`src/rtl/core/cli_pkg.sv`:
```
package cli_pkg;

  // parser phases
  localparam logic [2:0] PH_COUNT  = 3'd0;
  localparam logic [2:0] PH_OPCODE = 3'd1;
  localparam logic [2:0] PH_HEADER = 3'd2;
  localparam logic [2:0] PH_ARG    = 3'd3;
  localparam logic [2:0] PH_DELAY  = 3'd4;

  // result kinds
  localparam logic [1:0] KIND_CMD   = 2'd0;
  localparam logic [1:0] KIND_DATA  = 2'd1;
  localparam logic [1:0] KIND_DELAY = 2'd2;

  // delay byte coding
  localparam logic [7:0] DELAY_LONG_CODE = 8'd255;
  localparam logic [8:0] DELAY_LONG_MS   = 9'd500;

  typedef struct packed {
    logic [1:0] kind;
    logic [8:0] value;
    logic       last;
  } result_t;

endpackage

```
`src/rtl/core/cli_in_stage.sv`:
```
module cli_in_stage
  import cli_pkg::*;
(
  input  logic       clk,
  input  logic       rst_n,
  input  logic       in_valid,
  output logic       in_stall,
  input  logic [7:0] in_script_byte,
  input  logic       proc,
  output logic       full,
  output logic [7:0] byte_q
);

  logic       full_r;
  logic       full_nxt;
  logic [7:0] byte_r;
  logic       in_fire;

  // input register is free when empty or drained this cycle
  assign in_stall = full_r && !proc;
  assign in_fire  = in_valid && !in_stall;

  always_comb begin
    full_nxt = full_r;
    if (in_fire) begin
      full_nxt = 1'b1;
    end else if (proc) begin
      full_nxt = 1'b0;
    end
  end

  // occupancy flag
  always_ff @(posedge clk) begin
    if (!rst_n) begin
      full_r <= 1'b0;
    end else begin
      full_r <= full_nxt;
    end
  end

  // captured byte
  always_ff @(posedge clk) begin
    if (in_fire) begin
      byte_r <= in_script_byte;
    end
  end

  assign full   = full_r;
  assign byte_q = byte_r;

endmodule

```
`src/rtl/core/cli_parser.sv`:
```
module cli_parser
  import cli_pkg::*;
(
  input  logic       clk,
  input  logic       rst_n,
  input  logic       proc,
  input  logic [7:0] script_byte,
  output logic       res_valid,
  output result_t    res
);

  logic [2:0] phase_r, phase_nxt;
  logic [7:0] cmds_left_r, cmds_left_nxt;
  logic [6:0] args_left_r, args_left_nxt;
  logic       delay_pend_r, delay_pend_nxt;
  logic [7:0] held_op_r, held_op_nxt;
  logic [6:0] args_hdr;
  logic [6:0] args_dec;
  logic [7:0] cmds_dec;
  logic [2:0] phase_fin;
  logic       cmds_one;

  assign args_hdr  = script_byte[6:0];
  assign args_dec  = args_left_r - 7'd1;
  assign cmds_dec  = cmds_left_r - 8'd1;
  assign cmds_one  = (cmds_left_r == 8'd1);
  assign phase_fin = (cmds_dec == 8'd0) ? PH_COUNT : PH_OPCODE;

  // one byte step of the script parser
  always_comb begin
    phase_nxt      = phase_r;
    cmds_left_nxt  = cmds_left_r;
    args_left_nxt  = args_left_r;
    delay_pend_nxt = delay_pend_r;
    held_op_nxt    = held_op_r;
    res_valid      = 1'b0;
    res.kind       = KIND_CMD;
    res.value      = {1'b0, held_op_r};
    res.last       = 1'b0;
    case (phase_r)
      PH_OPCODE: begin
        held_op_nxt = script_byte;
        phase_nxt   = PH_HEADER;
      end
      PH_HEADER: begin
        args_left_nxt  = args_hdr;
        delay_pend_nxt = script_byte[7];
        res_valid      = 1'b1;
        res.kind       = KIND_CMD;
        res.value      = {1'b0, held_op_r};
        res.last       = cmds_one && (args_hdr == 7'd0) && !script_byte[7];
        if (args_hdr != 7'd0) begin
          phase_nxt = PH_ARG;
        end else if (script_byte[7]) begin
          phase_nxt = PH_DELAY;
        end else begin
          cmds_left_nxt = cmds_dec;
          phase_nxt     = phase_fin;
        end
      end
      PH_ARG: begin
        args_left_nxt = args_dec;
        res_valid     = 1'b1;
        res.kind      = KIND_DATA;
        res.value     = {1'b0, script_byte};
        res.last      = cmds_one && (args_dec == 7'd0) && !delay_pend_r;
        if (args_dec == 7'd0) begin
          if (delay_pend_r) begin
            phase_nxt = PH_DELAY;
          end else begin
            cmds_left_nxt = cmds_dec;
            phase_nxt     = phase_fin;
          end
        end
      end
      PH_DELAY: begin
        res_valid      = 1'b1;
        res.kind       = KIND_DELAY;
        res.value      = (script_byte == DELAY_LONG_CODE) ? DELAY_LONG_MS
                                                           : {1'b0, script_byte};
        res.last       = cmds_one;
        delay_pend_nxt = 1'b0;
        cmds_left_nxt  = cmds_dec;
        phase_nxt      = phase_fin;
      end
      default: begin
        // command count, also taken for unused phase codes
        cmds_left_nxt  = script_byte;
        args_left_nxt  = 7'd0;
        delay_pend_nxt = 1'b0;
        phase_nxt      = (script_byte == 8'd0) ? PH_COUNT : PH_OPCODE;
      end
    endcase
  end

  // parser state
  always_ff @(posedge clk) begin
    if (!rst_n) begin
      phase_r      <= PH_COUNT;
      cmds_left_r  <= 8'd0;
      args_left_r  <= 7'd0;
      delay_pend_r <= 1'b0;
      held_op_r    <= 8'd0;
    end else if (proc) begin
      phase_r      <= phase_nxt;
      cmds_left_r  <= cmds_left_nxt;
      args_left_r  <= args_left_nxt;
      delay_pend_r <= delay_pend_nxt;
      held_op_r    <= held_op_nxt;
    end
  end

endmodule

```
`src/rtl/core/cli_out_stage.sv`:
```
module cli_out_stage
  import cli_pkg::*;
(
  input  logic       clk,
  input  logic       rst_n,
  input  logic       load,
  input  result_t    res,
  output logic       ready,
  output logic       out_valid,
  input  logic       out_stall,
  output logic [1:0] out_kind,
  output logic [8:0] out_value,
  output logic       out_last
);

  logic    valid_r;
  logic    valid_nxt;
  result_t res_r;

  // register may take a new result when empty or being taken
  assign ready = !valid_r || !out_stall;

  always_comb begin
    valid_nxt = valid_r;
    if (load) begin
      valid_nxt = 1'b1;
    end else if (!out_stall) begin
      valid_nxt = 1'b0;
    end
  end

  always_ff @(posedge clk) begin
    if (!rst_n) begin
      valid_r <= 1'b0;
    end else begin
      valid_r <= valid_nxt;
    end
  end

  // result payload
  always_ff @(posedge clk) begin
    if (load) begin
      res_r <= res;
    end
  end

  assign out_valid = valid_r;
  assign out_kind  = res_r.kind;
  assign out_value = res_r.value;
  assign out_last  = res_r.last;

endmodule

```
`src/rtl/core/init_command_list_interpreter.sv`:
```
// Display initialisation script interpreter.
// Input channel: in_valid / in_stall carry one script byte (in_script_byte)
// per transfer. The first byte of a script is the command count, then per
// command an opcode byte, an argument header byte (bit 7 delay flag, bits
// 6..0 argument count), the argument bytes and an optional delay byte.
// Output channel: out_valid / out_stall carry command, data or delay items
// (out_kind, out_value, out_last); out_last marks the final item of a script.
// Count and opcode bytes give no item; a delay byte of 255 reads as 500 ms.
// Each transferred byte is captured in the input register; its item is then
// held in the result register, which drives the output.
// Throughput: one byte per cycle while the receiver does not stall, with a
// combinational parser step between the input and result registers.
// When the receiver stalls, the result register holds its item, the parser
// waits and in_stall rises once the input register is occupied.
// Reset (rst_n low, synchronous) empties both registers and returns the
// parser to expecting a command count.
module init_command_list_interpreter
  import cli_pkg::*;
(
  input  logic       clk,
  input  logic       rst_n,
  input  logic       in_valid,
  output logic       in_stall,
  input  logic [7:0] in_script_byte,
  output logic       out_valid,
  input  logic       out_stall,
  output logic [1:0] out_kind,
  output logic [8:0] out_value,
  output logic       out_last
);

  logic       in_full;
  logic [7:0] byte_q;
  logic       out_ready;
  logic       proc;
  logic       res_valid;
  result_t    res;

  // parse a held byte whenever the result register can take its item
  assign proc = in_full && out_ready;

  cli_in_stage u_in (
    .clk            (clk),
    .rst_n          (rst_n),
    .in_valid       (in_valid),
    .in_stall       (in_stall),
    .in_script_byte (in_script_byte),
    .proc           (proc),
    .full           (in_full),
    .byte_q         (byte_q)
  );

  cli_parser u_parser (
    .clk         (clk),
    .rst_n       (rst_n),
    .proc        (proc),
    .script_byte (byte_q),
    .res_valid   (res_valid),
    .res         (res)
  );

  cli_out_stage u_out (
    .clk       (clk),
    .rst_n     (rst_n),
    .load      (proc && res_valid),
    .res       (res),
    .ready     (out_ready),
    .out_valid (out_valid),
    .out_stall (out_stall),
    .out_kind  (out_kind),
    .out_value (out_value),
    .out_last  (out_last)
  );

endmodule

```
`config.mk`:
```
export PLATFORM = sky130hd
export DESIGN_NAME = init_command_list_interpreter
export DESIGN_NICKNAME = d
export VERILOG_FILES = /design/src/rtl/core/cli_pkg.sv /design/src/rtl/core/cli_in_stage.sv /design/src/rtl/core/cli_parser.sv /design/src/rtl/core/cli_out_stage.sv /design/src/rtl/core/init_command_list_interpreter.sv
export SDC_FILE = /design/constraint.sdc
export NUM_CORES = 1
export LEC_CHECK = 0
export BUFFER_PORTS_ARGS = -buffer_cell sky130_fd_sc_hd__buf_2
export CAP_MARGIN = 20
export CORE_MARGIN = 2
export CORE_UTILIZATION = 44
export DETAILED_ROUTE_END_ITERATION = 6
export HOLD_SLACK_MARGIN = 0.12
export PLACE_DENSITY = 0.61
export SLEW_MARGIN = 5
export SYNTH_ARGS = -nofsm -noshare
export SYNTH_HDL_FRONTEND = slang
export SYNTH_SLANG_ARGS = --single-unit
```
`constraint.sdc`:
```
create_clock -name clk -period 3.2 [get_ports clk]
set_input_delay 0.32 -clock clk [delete_from_list [all_inputs] [get_ports clk]]
set_output_delay 0.32 -clock clk [all_outputs]
set_load 0.03 [all_outputs]
```
* Word level (Yosys, flattened, before mapping)
Cells that the tools add are included.
Storage, ports and cells: bits in registers 49, output and inout port bits 14
Operators by class: $add $sub $neg 2, bitwise operators 3, eq/ne operators 11, muxes and demuxes 21, reduce and logical (&&, ||, !) cells 29
Operators by type and width (number):
- 12-bit one-hot mux with 3 select lines | 1
- 8-bit two-way mux | 4
- 8-bit one-hot mux with 4 select lines | 1
- 7-bit one-hot mux with 3 select lines | 1
- 8-bit logical NOT | 2
- 7-bit logical NOT | 2
- 3-bit two-way mux | 4
- 3-bit one-hot mux with 4 select lines | 1
- 9-bit two-way mux | 1
- 8-bit by 1-bit equality test with 1-bit output, second input constant | 1
- 8-bit equality test, second input constant | 1
- 1-bit logical AND | 8
- 2-bit AND reduction | 4
- 8-bit by 1-bit subtractor with 8-bit output, second input constant | 1
- 1-bit two-way mux | 7
- 7-bit nonzero test | 1
- 7-bit by 1-bit subtractor with 7-bit output, second input constant | 1
- 3-bit by 2-bit equality test with 1-bit output, second input constant | 2
- 1-bit logical NOT | 6
- 2-bit inequality test, second input constant | 3
- 6-bit AND reduction | 1
- 2-bit by 1-bit inequality test with 1-bit output, second input constant | 2
- 2-bit OR reduction | 2
- 3-bit by 1-bit equality test with 1-bit output, second input constant | 1
- 6 further kinds | 8

* Longest topological paths before layout
Gate-level depths: netlist (run 1).
depth after elaboration 8, depth in mapped cells 10

* Cells and area by module
A second synthesis (run 1) with hierarchy kept.
Unflattened totals: cell total of the unflattened synthesis 291, area, all modules 2656.3 um^2
By module, submodules not included:
- cli_parser | cells each 261, instances 1, sequential area each 540.5 um^2, area each 1960.6 um^2
- cli_out_stage | cells each 16, instances 1, sequential area each 380.4 um^2, area each 395.4 um^2
- cli_in_stage | cells each 12, instances 1, sequential area each 260.2 um^2, area each 287.8 um^2
- init_command_list_interpreter | cells each 2, instances 1, sequential area each 0.0 um^2, area each 12.5 um^2

* Least setup slack after synthesis (run 1)
No wires, ideal clock.
kind register -> register, start register u_parser.args_left_r[0], end register u_parser.cmds_left_r[7], period minus slack after synthesis 2.553 ns, setup slack 0.647 ns, path buffers 0, data required time 3.104 ns, data arrival time 2.458 ns, cell stages (with the launch flop) 8, cell sequence dfxtp_1 inv_1 ha_1 or4b_4 or4b_4 a311oi_4 a21oi_4 o41ai_2
Between the ends: word-level cells in the longest chain between the ends 4
RTL lines:
- from (decl) | RTL line cli_parser.sv:14 | logic [6:0] args_left_r, args_left_nxt;
- from (signal assigned) | RTL line cli_parser.sv:107 | args_left_r <= args_left_nxt;
- 7-bit by 1-bit subtractor with 7-bit output | RTL line cli_parser.sv:24 | assign args_dec = args_left_r - 7'd1;
- 7-bit logical NOT | RTL line cli_parser.sv:67 | if (args_dec == 7'd0) begin
- 2-bit by 1-bit inequality test with 1-bit output (no source line)
- 6-bit AND reduction (no source line)
- to (signal assigned) | RTL line cli_parser.sv:106 | cmds_left_r <= cmds_left_nxt;
- to (decl) | RTL line cli_parser.sv:13 | logic [7:0] cmds_left_r, cmds_left_nxt;
No other way between the ends. A chain may end at the register's enable or synchronous reset.

==> impl_results.md, run 1 <==
- Internal power component: 1.00 mW
- Worst-margin pin slew: around 0.80 ns
- F_max: 0.344 GHz
- First-pass iteration count of the detailed router: 4
- Core area: 5510 um^2
- Number of CTS-inserted buffers: 5
- Buf+Inv Stages, Crit Path: 1
- Startpoint of the most critical setup path: u_parser.args_left_r[0]
- Final net count: approximately 310
- CP endpoint kind: register
- Post-CTS sizing: 0
- Vert. Die Dim: between 70 and 80 um
- Number of hold-repair buffers added at the cts stage: 0
- Clock share of power: 31.8%
- Post-route worst setup slack: 0.290 ns
- Number of enable-type register cells in the synthesized netlist: 20
- Worst reg2reg path depth: 7
- N_diodes: 0
- Maximum fanout along the worst path: 8
- PortBufs: 25
- Switching Power: 386 uW
- Gp weighted congestion: approximately 0.9
- Tmin final: 2.91 ns
- Area growth, synth to finish: 13.0%
- Biggest cell delay along the critical path: 0.51 ns
- Routed Wire Length: 5650 um
- Largest net degree at the start of global routing: 25
- Number of DRC violations after detailed-routing iteration 0: 75
- Switching part of the total: 27.8%
- Antenna-violating nets left: 0
- Final setup violation count: 0
- Number of clock sinks seen by CTS: 49
- RSZ-0062 raised after global routing: false
- Global routing usage summed across all routing layers: 19.1%
- R2R Path End: u_out.out_last
- Die X-Extent: 79.3 um
- Clk_lat worst skew: approximately 0.30 ns
- Global-route wire length before repair: 9290 um
- Slack of the worst reg-to-reg path: 0.29 ns
- DIE AREA: 6290 um^2
- H-tree depth: 2
- Average via count per standard cell: 5.60
- Total of flip-flops plus latches after synthesis: 49
- Required time of the critical path: 3.31 ns
- Cell area after synthesis: 2500 um^2
- Family of cells with the greatest summed delay on the critical path: simple AND/OR/NAND/NOR gates
- Number of stages on the worst hold path: 1
- Critical path cell sequence: inv_1 > ha_1 > or4b_4 > or4b_4 > a311oi_4 > a31oi_1 > nor4bb_1
- Result of the run: complete, no violations
- # fillers: around 550
- PD cells: 491 nW/um^2
- HP Class: input port to register
- Layout cell share with drive strength beyond 1: 16.0%
- Clk buf depth: 2
- Pins Over Slew Limit: 0
- Avg Synthesized Cell Area: 9.46 um^2
- Post-detail-place hpwl: between 3000 and 4000 um
- Buffer count from post-CTS setup fixing: 0
- Post-detailed-route DRC marker count: 0
- Max-Cap Viols: 0
- I/O pin total: 26
- Cells after synthesis: 264
- Synthesized net count: 281
- Total global routing overflow: 0
- Most frequent cell on the critical path: sky130_fd_sc_hd__or4b_4
- Dominant register cell in the synthesized netlist: sky130_fd_sc_hd__dfxtp_1
- Final cell area excluding filler cells: 2820 um^2
- CP max stage cell: sky130_fd_sc_hd__or4b_4
- Count of warnings emitted by yosys: 0
- P_leak: 1.15 nW
- Combinational cell fraction of total power: about 16%
- Standard cell area after detailed placement: 2710 um^2
- Maximum vdd ir drop: 0.000241 V
- Hold Worst Slack: 0.189 ns
- Async SR Flop Fraction: 0%
- Data arrival at the endpoint of the critical path: 3.02 ns
- CTS tree: done
- Setup TNS Final: 0 ns
- Worst slack, placed: 0.374 ns
- Sequential share of the synthesized area: around 47%
- Initial antenna violation count: 0
- Startpoint of the worst register-to-register path: u_parser.args_left_r[0]
- WS Path Type: register to register
- Layout Skew: 0.00682 ns
- Site row count: 27
- Worst hold path startpoint: in_script_byte[2]
- Library cells used by synthesis: just under 50
- Root Buffer Master: sky130_fd_sc_hd__clkbuf_8
- Share of total power in sequential cells: around half
- Worst max-slew margin expressed relative to the limit: a little under half
- Startpoint kind of the worst setup timing path: register
- Routed length per placed instance: between 15 and 20 um
- Starting utilization of the core area: 45.4%
- Hold EP: u_in.byte_q[2]
- Fin. Hold Viols: 0
- Ratio of final minimum period to clock period: between 90 and 100%
- Via count of the first global-routing pass: 2006
- Clk slew on worst S/H paths: 0.09 ns
- Via Count: a little over 2000
==> placed cells by master, fill, tap and decap left out, types with 5 or more instances in the layout <==
master	instances
sky130_fd_sc_hd__o211ai_1	5
sky130_fd_sc_hd__a22oi_1	5
sky130_fd_sc_hd__buf_2	25
sky130_fd_sc_hd__nor3_1	7
sky130_fd_sc_hd__xnor2_1	5
sky130_fd_sc_hd__inv_1	8
sky130_fd_sc_hd__o21ai_0	15
sky130_fd_sc_hd__a211oi_1	7
sky130_fd_sc_hd__a21oi_1	10
sky130_fd_sc_hd__nor4_1	5
sky130_fd_sc_hd__mux2i_1	9
sky130_fd_sc_hd__nand3_1	9
sky130_fd_sc_hd__clkbuf_8	5
sky130_fd_sc_hd__dfxtp_1	29
sky130_fd_sc_hd__mux2_2	5
sky130_fd_sc_hd__nand2_1	25
sky130_fd_sc_hd__edfxtp_1	20
sky130_fd_sc_hd__ha_1	5
sky130_fd_sc_hd__nor2_1	38
sky130_fd_sc_hd__buf_4	5
==> per-stage QoR <==
step / power [mW] / utilization (%) / cells
floorplan: 0.897 / - / 264
global placement: 0.956 / 49.3 / 357
detailed placement: 0.958 / 49.3 / 357
CTS: 1.40 / 51.3 / 365
global route: 1.45 / 51.3 / 365
finish: 1.39 / 51.3 / 365
==> flip-flops by register name (all words and copies together), names as in the netlist <==
name and cells:
u_parser.phase_r 3, u_in.full 1, u_parser.args_left_r 7, u_parser.held_op_r 8
u_in.byte_q 8, u_out.out_valid 1, u_out.out_kind 2, u_parser.delay_pend_r 1
u_out.out_value 9, u_parser.cmds_left_r 8, u_out.out_last 1
==> cell usage after synthesis (7+ instances only) <==
cell / instances / area [um^2]
sky130_fd_sc_hd__a21oi_1: 10 / 50.1
sky130_fd_sc_hd__clkbuf_1: 8 / 30.0
sky130_fd_sc_hd__inv_1: 8 / 30.0
sky130_fd_sc_hd__mux2i_1: 9 / 90.1
sky130_fd_sc_hd__nor3_1: 7 / 35.0
sky130_fd_sc_hd__nand2_1: 25 / 93.8
sky130_fd_sc_hd__nand3_1: 9 / 45.0
sky130_fd_sc_hd__edfxtp_1: 20 / 601
sky130_fd_sc_hd__a211oi_1: 7 / 52.6
sky130_fd_sc_hd__dfxtp_1: 29 / 581
sky130_fd_sc_hd__o21ai_0: 15 / 75.1
sky130_fd_sc_hd__nor2_1: 38 / 143
==> layout make-up <==
| cell class | count | area [um^2] | share of cell area (%) |
|---|---|---|---|
| Clock inverter | 3 | 41.3 | 1.46 |
| Inverter | 10 | 37.5 | 1.33 |
| Multi-Input combinational cell | 196 | 1240 | 44.0 |
| Sequential cell | 49 | 1180 | 41.8 |
| Timing Repair Buffer | 30 | 163 | 5.76 |
| Clock buffer | 5 | 68.8 | 2.44 |
| Tap cell | 72 | 90.1 | 3.19 |
==> logic make-up after synthesis <==
| group | after synthesis | synth area share [%] |
|---|---|---|
| adders and majority gates | 5 | 2.51 |
| muxes | 14 | 5.86 |
| DFF | 49 | 47.3 |
| xor gates and xnor gates | 7 | 2.45 |
| and+or+nand+nor | 108 | 21.1 |
| AOI/OAI and AO/OA | 62 | 17.7 |
| buffers and inverters | 19 | 3.01 |
==> worst max path at each step <==
stage               cells past startpoint                      end  slack, ns
floorplan                               7  u_parser.cmds_left_r[7]       0.65
global placement                        7           u_out.out_last       0.47
detailed placement                      8  u_parser.cmds_left_r[6]       0.37
CTS                                     7           u_out.out_last       0.35
global route                            7           u_out.out_last       0.18
finish                                  7           u_out.out_last       0.29
==> power by group through the flow <==
stage / combinational (mW) / sequential, mW / clock, mW
3_5_place_dp: 0.225 / 0.733 / 0
2_1_floorplan: 0.175 / 0.721 / 0
5_1_grt: 0.256 / 0.723 / 0.469
3_3_place_gp: 0.224 / 0.732 / 0
6_report: 0.226 / 0.720 / 0.442
4_1_cts: 0.227 / 0.719 / 0.451
==> metal layers <==
layer | part of all wire (%) | vias up | routed length (um) | global-route usage [%]
li1 | - | 1024 | - | -
met1 | 45 | 967 | 2550 | 23.7
met5 | 0 | - | 0 | 0
met2 | 49 | 44 | 2790 | 32.4
met3 | 3.4 | 9 | 193 | 3.18
met4 | 2.1 | 0 | 116 | 8.45
(Power assumes the default switching activity.)
==> inputs of run 2 (changes only) <==
MAX_ROUTING_LAYER = met4   (was default)
==> impl_results.md, run 2 (synthesis results as in run 1) <==
- Routed length per placed instance: 15.6 um (+0.57%)
- Critical path cell sequence: inv_1 > ha_1 > or4b_4 > or4b_4 > a311oi_4 > a31oi_1 > nor4bb_1
- F_max: 0.344 GHz (about the same)
- Pins Over Slew Limit: 0 (unchanged)
- Share of total power in sequential cells: 51.9% (about the same)
- Internal power component: 1.00 mW (about the same)
- Max-Cap Viols: 0 (unchanged)
- First-pass iteration count of the detailed router: 4 (unchanged)
- Clk slew on worst S/H paths: 0.09 ns (about the same)
- HP Class: input port to register
- CTS tree: done
- Die X-Extent: 79.3 um (unchanged)
- Largest net degree at the start of global routing: 25 (unchanged)
- RSZ-0062 raised after global routing: false
- Clk buf depth: 2 (unchanged)
- Post-route worst setup slack: 0.291 ns (+0.00127 ns)
- CP max stage cell: sky130_fd_sc_hd__or4b_4
- Post-CTS sizing: 0 (unchanged)
- Vert. Die Dim: 79.3 um (unchanged)
- Total global routing overflow: 0 (unchanged)
- Starting utilization of the core area: 45.4% (unchanged)
- Buf+Inv Stages, Crit Path: 1 (unchanged)
- Data arrival at the endpoint of the critical path: 3.02 ns (about the same)
- Routed Wire Length: 5680 um (+0.57%)
- Number of clock sinks seen by CTS: 49 (unchanged)
- Combinational cell fraction of total power: 16.3% (about the same)
- Switching Power: 385 uW (-0.19%)
- Final total power: 1.39 mW (about the same)
- Global-route wire length before repair: 9290 um (about the same)
- Worst slack, placed: 0.374 ns (unchanged)
- Biggest cell delay along the critical path: 0.51 ns (about the same)
- Clk_lat worst skew: 0.30 ns (about the same)
- Antenna-violating nets left: 0 (unchanged)
- CP endpoint kind: register
- Global routing usage summed across all routing layers: 19.6% (+0.54 points)
- Fin. Hold Viols: 0 (unchanged)
- Post-detail-place hpwl: 3920 um (unchanged)
- Layout Skew: 0.00634 ns (-0.000472 ns)
- Post-detailed-route DRC marker count: 0 (unchanged)
- Via Count: 2051 (+0.34%)
- Area growth, synth to finish: 13.0% (unchanged)
- Initial antenna violation count: 0 (unchanged)
- Worst max-slew margin expressed relative to the limit: 46.2% (-0.25 points)
- Ratio of final minimum period to clock period: 90.9% (about the same)
- P_leak: 1.15 nW (unchanged)
- Startpoint kind of the worst setup timing path: register
- Tmin final: 2.91 ns (-0.00127 ns)
- Result of the run: complete, no violations
- Buffer count from post-CTS setup fixing: 0 (unchanged)
- I/O pin total: 26 (unchanged)
- Maximum vdd ir drop: 0.000242 V (+0.22%)
- Number of DRC violations after detailed-routing iteration 0: 85 (+13%)
- Average via count per standard cell: 5.62 (+0.34%)
- Final net count: 309 (unchanged)
- Core area: 5510 um^2 (unchanged)
- Switching part of the total: 27.8% (-0.038 points)
- Worst-margin pin slew: 0.806 ns (+0.00372 ns)
- Via count of the first global-routing pass: 2003 (-0.15%)
- Clock share of power: 31.8% (about the same)
- Maximum fanout along the worst path: 8 (unchanged)
- Setup TNS Final: 0 ns (unchanged)
- PortBufs: 25 (unchanged)
- Commonest non-fill, non-tap cell in the layout: sky130_fd_sc_hd__nor2_1
- Gp weighted congestion: 0.893 (+1.7%)
- N_diodes: 0 (unchanged)
- Final setup violation count: 0 (unchanged)
- PD cells: 491 nW/um^2 (about the same)
- Number of hold-repair buffers added at the cts stage: 0 (unchanged)
- DIE AREA: 6290 um^2 (unchanged)
- H-tree depth: 2 (unchanged)
- Most frequent cell on the critical path: sky130_fd_sc_hd__or4b_4
- WS Path Type: register to register
- Layout cell share with drive strength beyond 1: 16.0% (unchanged)
- Number of flip-flops under the largest register name: 9 (unchanged)
- Site row count: 27 (unchanged)
- Number of CTS-inserted buffers: 5 (unchanged)
- Family of cells with the greatest summed delay on the critical path: simple AND/OR/NAND/NOR gates
- Root Buffer Master: sky130_fd_sc_hd__clkbuf_8
- Top library cells by usage in the layout, fill and taps aside: sky130_fd_sc_hd__nor2_1 (38), sky130_fd_sc_hd__dfxtp_1 (29), sky130_fd_sc_hd__nand2_1 (25), sky130_fd_sc_hd__buf_2 (25), sky130_fd_sc_hd__edfxtp_1 (20)
- Required time of the critical path: 3.31 ns (about the same)
## run 2: cell counts in the layout (fill, tap and decap cells not counted)
No cell type changed its count.
## run 2: power groups by stage
stage / Sequential (mW) / Combinational [mW] / Clock [mW]
2_1_floorplan: 0.721 / 0.175 / 0
3_3_place_gp: 0.732 / 0.224 / 0
3_5_place_dp: 0.733 / 0.225 / 0
4_1_cts: 0.719 / 0.227 / 0.451
5_1_grt: 0.723 / 0.256 / 0.469
6_report: 0.720 / 0.226 / 0.440
## run 2: path summary, 6_finish.rpt
check                               start               endpoint  slack, ns  cells after the start
setup / recovery  u_parser.args_left_r[0]         u_out.out_last       0.29                      7
setup reg to reg  u_parser.args_left_r[0]         u_out.out_last       0.29                      7
hold reg to reg     u_parser.held_op_r[2]  u_parser.held_op_r[2]       0.50                      2
hold / removal          in_script_byte[2]         u_in.byte_q[2]       0.19                      1
## run 2: metrics by stage
stage	instances	instance area, um^2	utilization, %	hold slack, ns
2_1_floorplan	264	2500	-	0.419
3_3_place_gp	357	2710	49.3	0.473
3_5_place_dp	357	2710	49.3	0.486
4_1_cts	365	2820	51.3	0.180
5_1_grt	365	2820	51.3	0.181
6_report	365	2820	51.3	0.188
## run 2: worst register-to-register path, delay by kind of cell (launching register included)
family	cells	cell delay [ns]
and+or+nand+nor	3	1.35
buffers and inverters	1	0.10
adders and majority gates	1	0.24
DFF	1	0.38
AOI/OAI and AO/OA	2	0.64
## run 2: cell type report
cell class	instances	area, um^2
inverters	10	37.5
flip-flops and latches	49	1180
clock buffers	5	68.8
multi-input cells	196	1240
fillers	551	2680
repair buffers	30	163
well taps	72	90.1
clock inverters	3	41.3
## run 2: per-layer routing
metal	vias to the layer above	wire length (um)	track usage, %
met5	-	0	-
met4	0	120	8.45
met3	9	167	3.18
met2	37	2780	32.4
met1	982	2620	23.8
li1	1023	-	-
==> inputs of run 3 (changes only) <==
CORE_MARGIN = default   (was 2)
==> impl_results.md, run 3 (synthesis results as in run 1) <==
- PD cells: 472 nW/um^2 (-3.9%)
- HP Class: input port to register
- Die X-Extent: 77.3 um (-2.5%)
- Area of all sequential standard cells: 1180 um^2 (unchanged)
- DIE AREA: 5980 um^2 (-5.0%)
- Slack of the worst reg-to-reg path: 0.28 ns (about the same)
- Worst hold path startpoint: in_script_byte[7]
- Fin. Hold Viols: 0 (unchanged)
- Ratio of final minimum period to clock period: 91.2% (+0.33 points)
- Layout Skew: 0.00749 ns (+0.00115 ns)
- Via count of the first global-routing pass: 1971 (-1.6%)
- Hold EP: u_in.byte_q[7]
- Number of flip-flops under the largest register name: 9 (unchanged)
- Final cell area excluding filler cells: 2810 um^2 (-0.31%)
- Clk buf depth: 2 (unchanged)
- H-tree depth: 2 (unchanged)
- # fillers: 528 (-4.2%)
- Startpoint of the worst register-to-register path: u_parser.args_left_r[0]
- Routed Wire Length: 5530 um (-2.6%)
- Root Buffer Master: sky130_fd_sc_hd__clkbuf_8
- P_leak: 1.15 nW (-0.21%)
- Layout cell share with drive strength beyond 1: 16.7% (+0.63 points)
- Vert. Die Dim: 77.3 um (-2.5%)
- WS Path Type: register to register
- Tmin final: 2.92 ns (+0.0106 ns)
- Routed length per placed instance: 15.1 um (-2.9%)
- Final net count: 310 (+0.32%)
- Final total power: 1.33 mW (-4.2%)
- Commonest non-fill, non-tap cell in the layout: sky130_fd_sc_hd__nor2_1
- Number of clock sinks seen by CTS: 49 (unchanged)
- Largest net degree at the start of global routing: 25 (unchanged)
- Clk_lat worst skew: 0.31 ns (about the same)
- Gp weighted congestion: 0.860 (-3.7%)
- Post-detail-place hpwl: 3880 um (-0.99%)
- Average via count per standard cell: 5.60 (-0.27%)
- Area growth, synth to finish: 12.7%
- Final setup violation count: 0 (unchanged)
- Required time of the critical path: 3.30 ns (about the same)
- Result of the run: complete, no violations
- Core area: 5470 um^2 (-0.61%)
- Maximum fanout along the worst path: 8 (unchanged)
- Area of the multi-input gates: 1240 um^2 (unchanged)
- Pins Over Slew Limit: 0 (unchanged)
- Hold Worst Slack: 0.180 ns (-0.00776 ns)
- Data arrival at the endpoint of the critical path: 3.02 ns (about the same)
- Post-CTS sizing: 0 (unchanged)
- R2R Path End: u_out.out_last
- Worst-margin pin slew: 0.830 ns (+0.0243 ns)
- Clk slew on worst S/H paths: 0.10 ns (about the same)
- Maximum vdd ir drop: 0.000222 V (-8.3%)
- Setup TNS Final: 0 ns (unchanged)
- Number of hold-repair buffers added at the cts stage: 0 (unchanged)
- Max-Cap Viols: 0 (unchanged)
- Startpoint kind of the worst setup timing path: register
- Buffer count from post-CTS setup fixing: 0 (unchanged)
- Post-detailed-route DRC marker count: 0 (unchanged)
- Number of DRC violations after detailed-routing iteration 0: 96 (+13%)
- RSZ-0062 raised after global routing: false
- F_max: 0.343 GHz (-0.36%)
- Share of the core filled with cells: 51.4% (+0.16 points)
- Standard cell area after detailed placement: 2720 um^2 (+0.28%)
- Starting utilization of the core area: 45.6% (+0.28 points)
- Total global routing overflow: 0 (unchanged)
- Global-route wire length before repair: 9350 um (+0.67%)
- CTS tree: done
- Number of stages on the worst hold path: 1 (unchanged)
- Antenna-violating nets left: 0 (unchanged)
- First-pass iteration count of the detailed router: 4 (unchanged)
- Global routing usage summed across all routing layers: 20.3% (+0.73 points)
- CP endpoint kind: register
- I/O pin total: 26 (unchanged)
- Site row count: 27 (unchanged)
- Initial antenna violation count: 0 (unchanged)
- Number of CTS-inserted buffers: 5 (unchanged)
- Top library cells by usage in the layout, fill and taps aside: sky130_fd_sc_hd__nor2_1 (38), sky130_fd_sc_hd__dfxtp_1 (29), sky130_fd_sc_hd__nand2_1 (25), sky130_fd_sc_hd__buf_2 (25), sky130_fd_sc_hd__edfxtp_1 (20)
- Via Count: 2051 (unchanged)
- Worst reg2reg path depth: 7 (unchanged)
- N_diodes: 0 (unchanged)
- PortBufs: 25 (unchanged)
- Worst max-slew margin expressed relative to the limit: 44.6% (-1.6 points)
==> run 3: changes by cell type in the layout (fill, tap and decap cells not counted), sizes merged <==
cell	delta
inv	+2
buf	+1
bufinv	-1
clkinv	-1
==> run 3: power breakdown <==
group	switching, mW	internal, mW
Sequential	0.0398	0.679
Clock	0.223	0.160
Combinational	0.134	0.0927
Total	0.397	0.931
==> run 3: layer usage <==
metal	track usage, %	share of wire, %
met1	24.6	46
met2	33.5	48
met3	3.53	3.7
met4	8.49	2.0
met5	-	0
==> run 3: worst max path at each step <==
stage / startpoint / cells after the start / slack (ns) / end
floorplan: u_parser.args_left_r[0] / 7 / 0.65 / u_parser.cmds_left_r[7]
global placement: u_parser.args_left_r[0] / 7 / 0.35 / u_out.out_last
detailed placement: u_parser.args_left_r[0] / 7 / 0.32 / u_out.out_last
CTS: u_parser.args_left_r[0] / 7 / 0.29 / u_out.out_last
global route: u_parser.args_left_r[1] / 7 / 0.17 / u_out.out_last
finish: u_parser.args_left_r[0] / 7 / 0.28 / u_out.out_last
==> run 3: final cells by class <==
type | instances | share of cell area [%]
inverter | 10 | 1.33
timing repair buffer | 31 | 6.05
tap | 72 | 3.20
sequential | 49 | 42.0
clock buffer | 5 | 2.45
multi-input combinational | 196 | 44.1
clock inverter | 3 | 0.889
==> run 3: worst max-delay path: stages, from the launching register on <==
cell and delay (ns):
sky130_fd_sc_hd__dfxtp_1 0.38, sky130_fd_sc_hd__inv_1 0.10, sky130_fd_sc_hd__ha_1 0.25, sky130_fd_sc_hd__or4b_4 0.51, sky130_fd_sc_hd__or4b_4 0.51, sky130_fd_sc_hd__a311oi_4 0.46, sky130_fd_sc_hd__a31oi_1 0.14, sky130_fd_sc_hd__nor4bb_1 0.36
==> run 3: stage by stage <==
step	setup slack (ns)	cells
floorplan	0.647	264
global placement	0.353	358
detailed placement	0.323	358
CTS	0.289	366
global route	0.171	366
finish	0.281	366
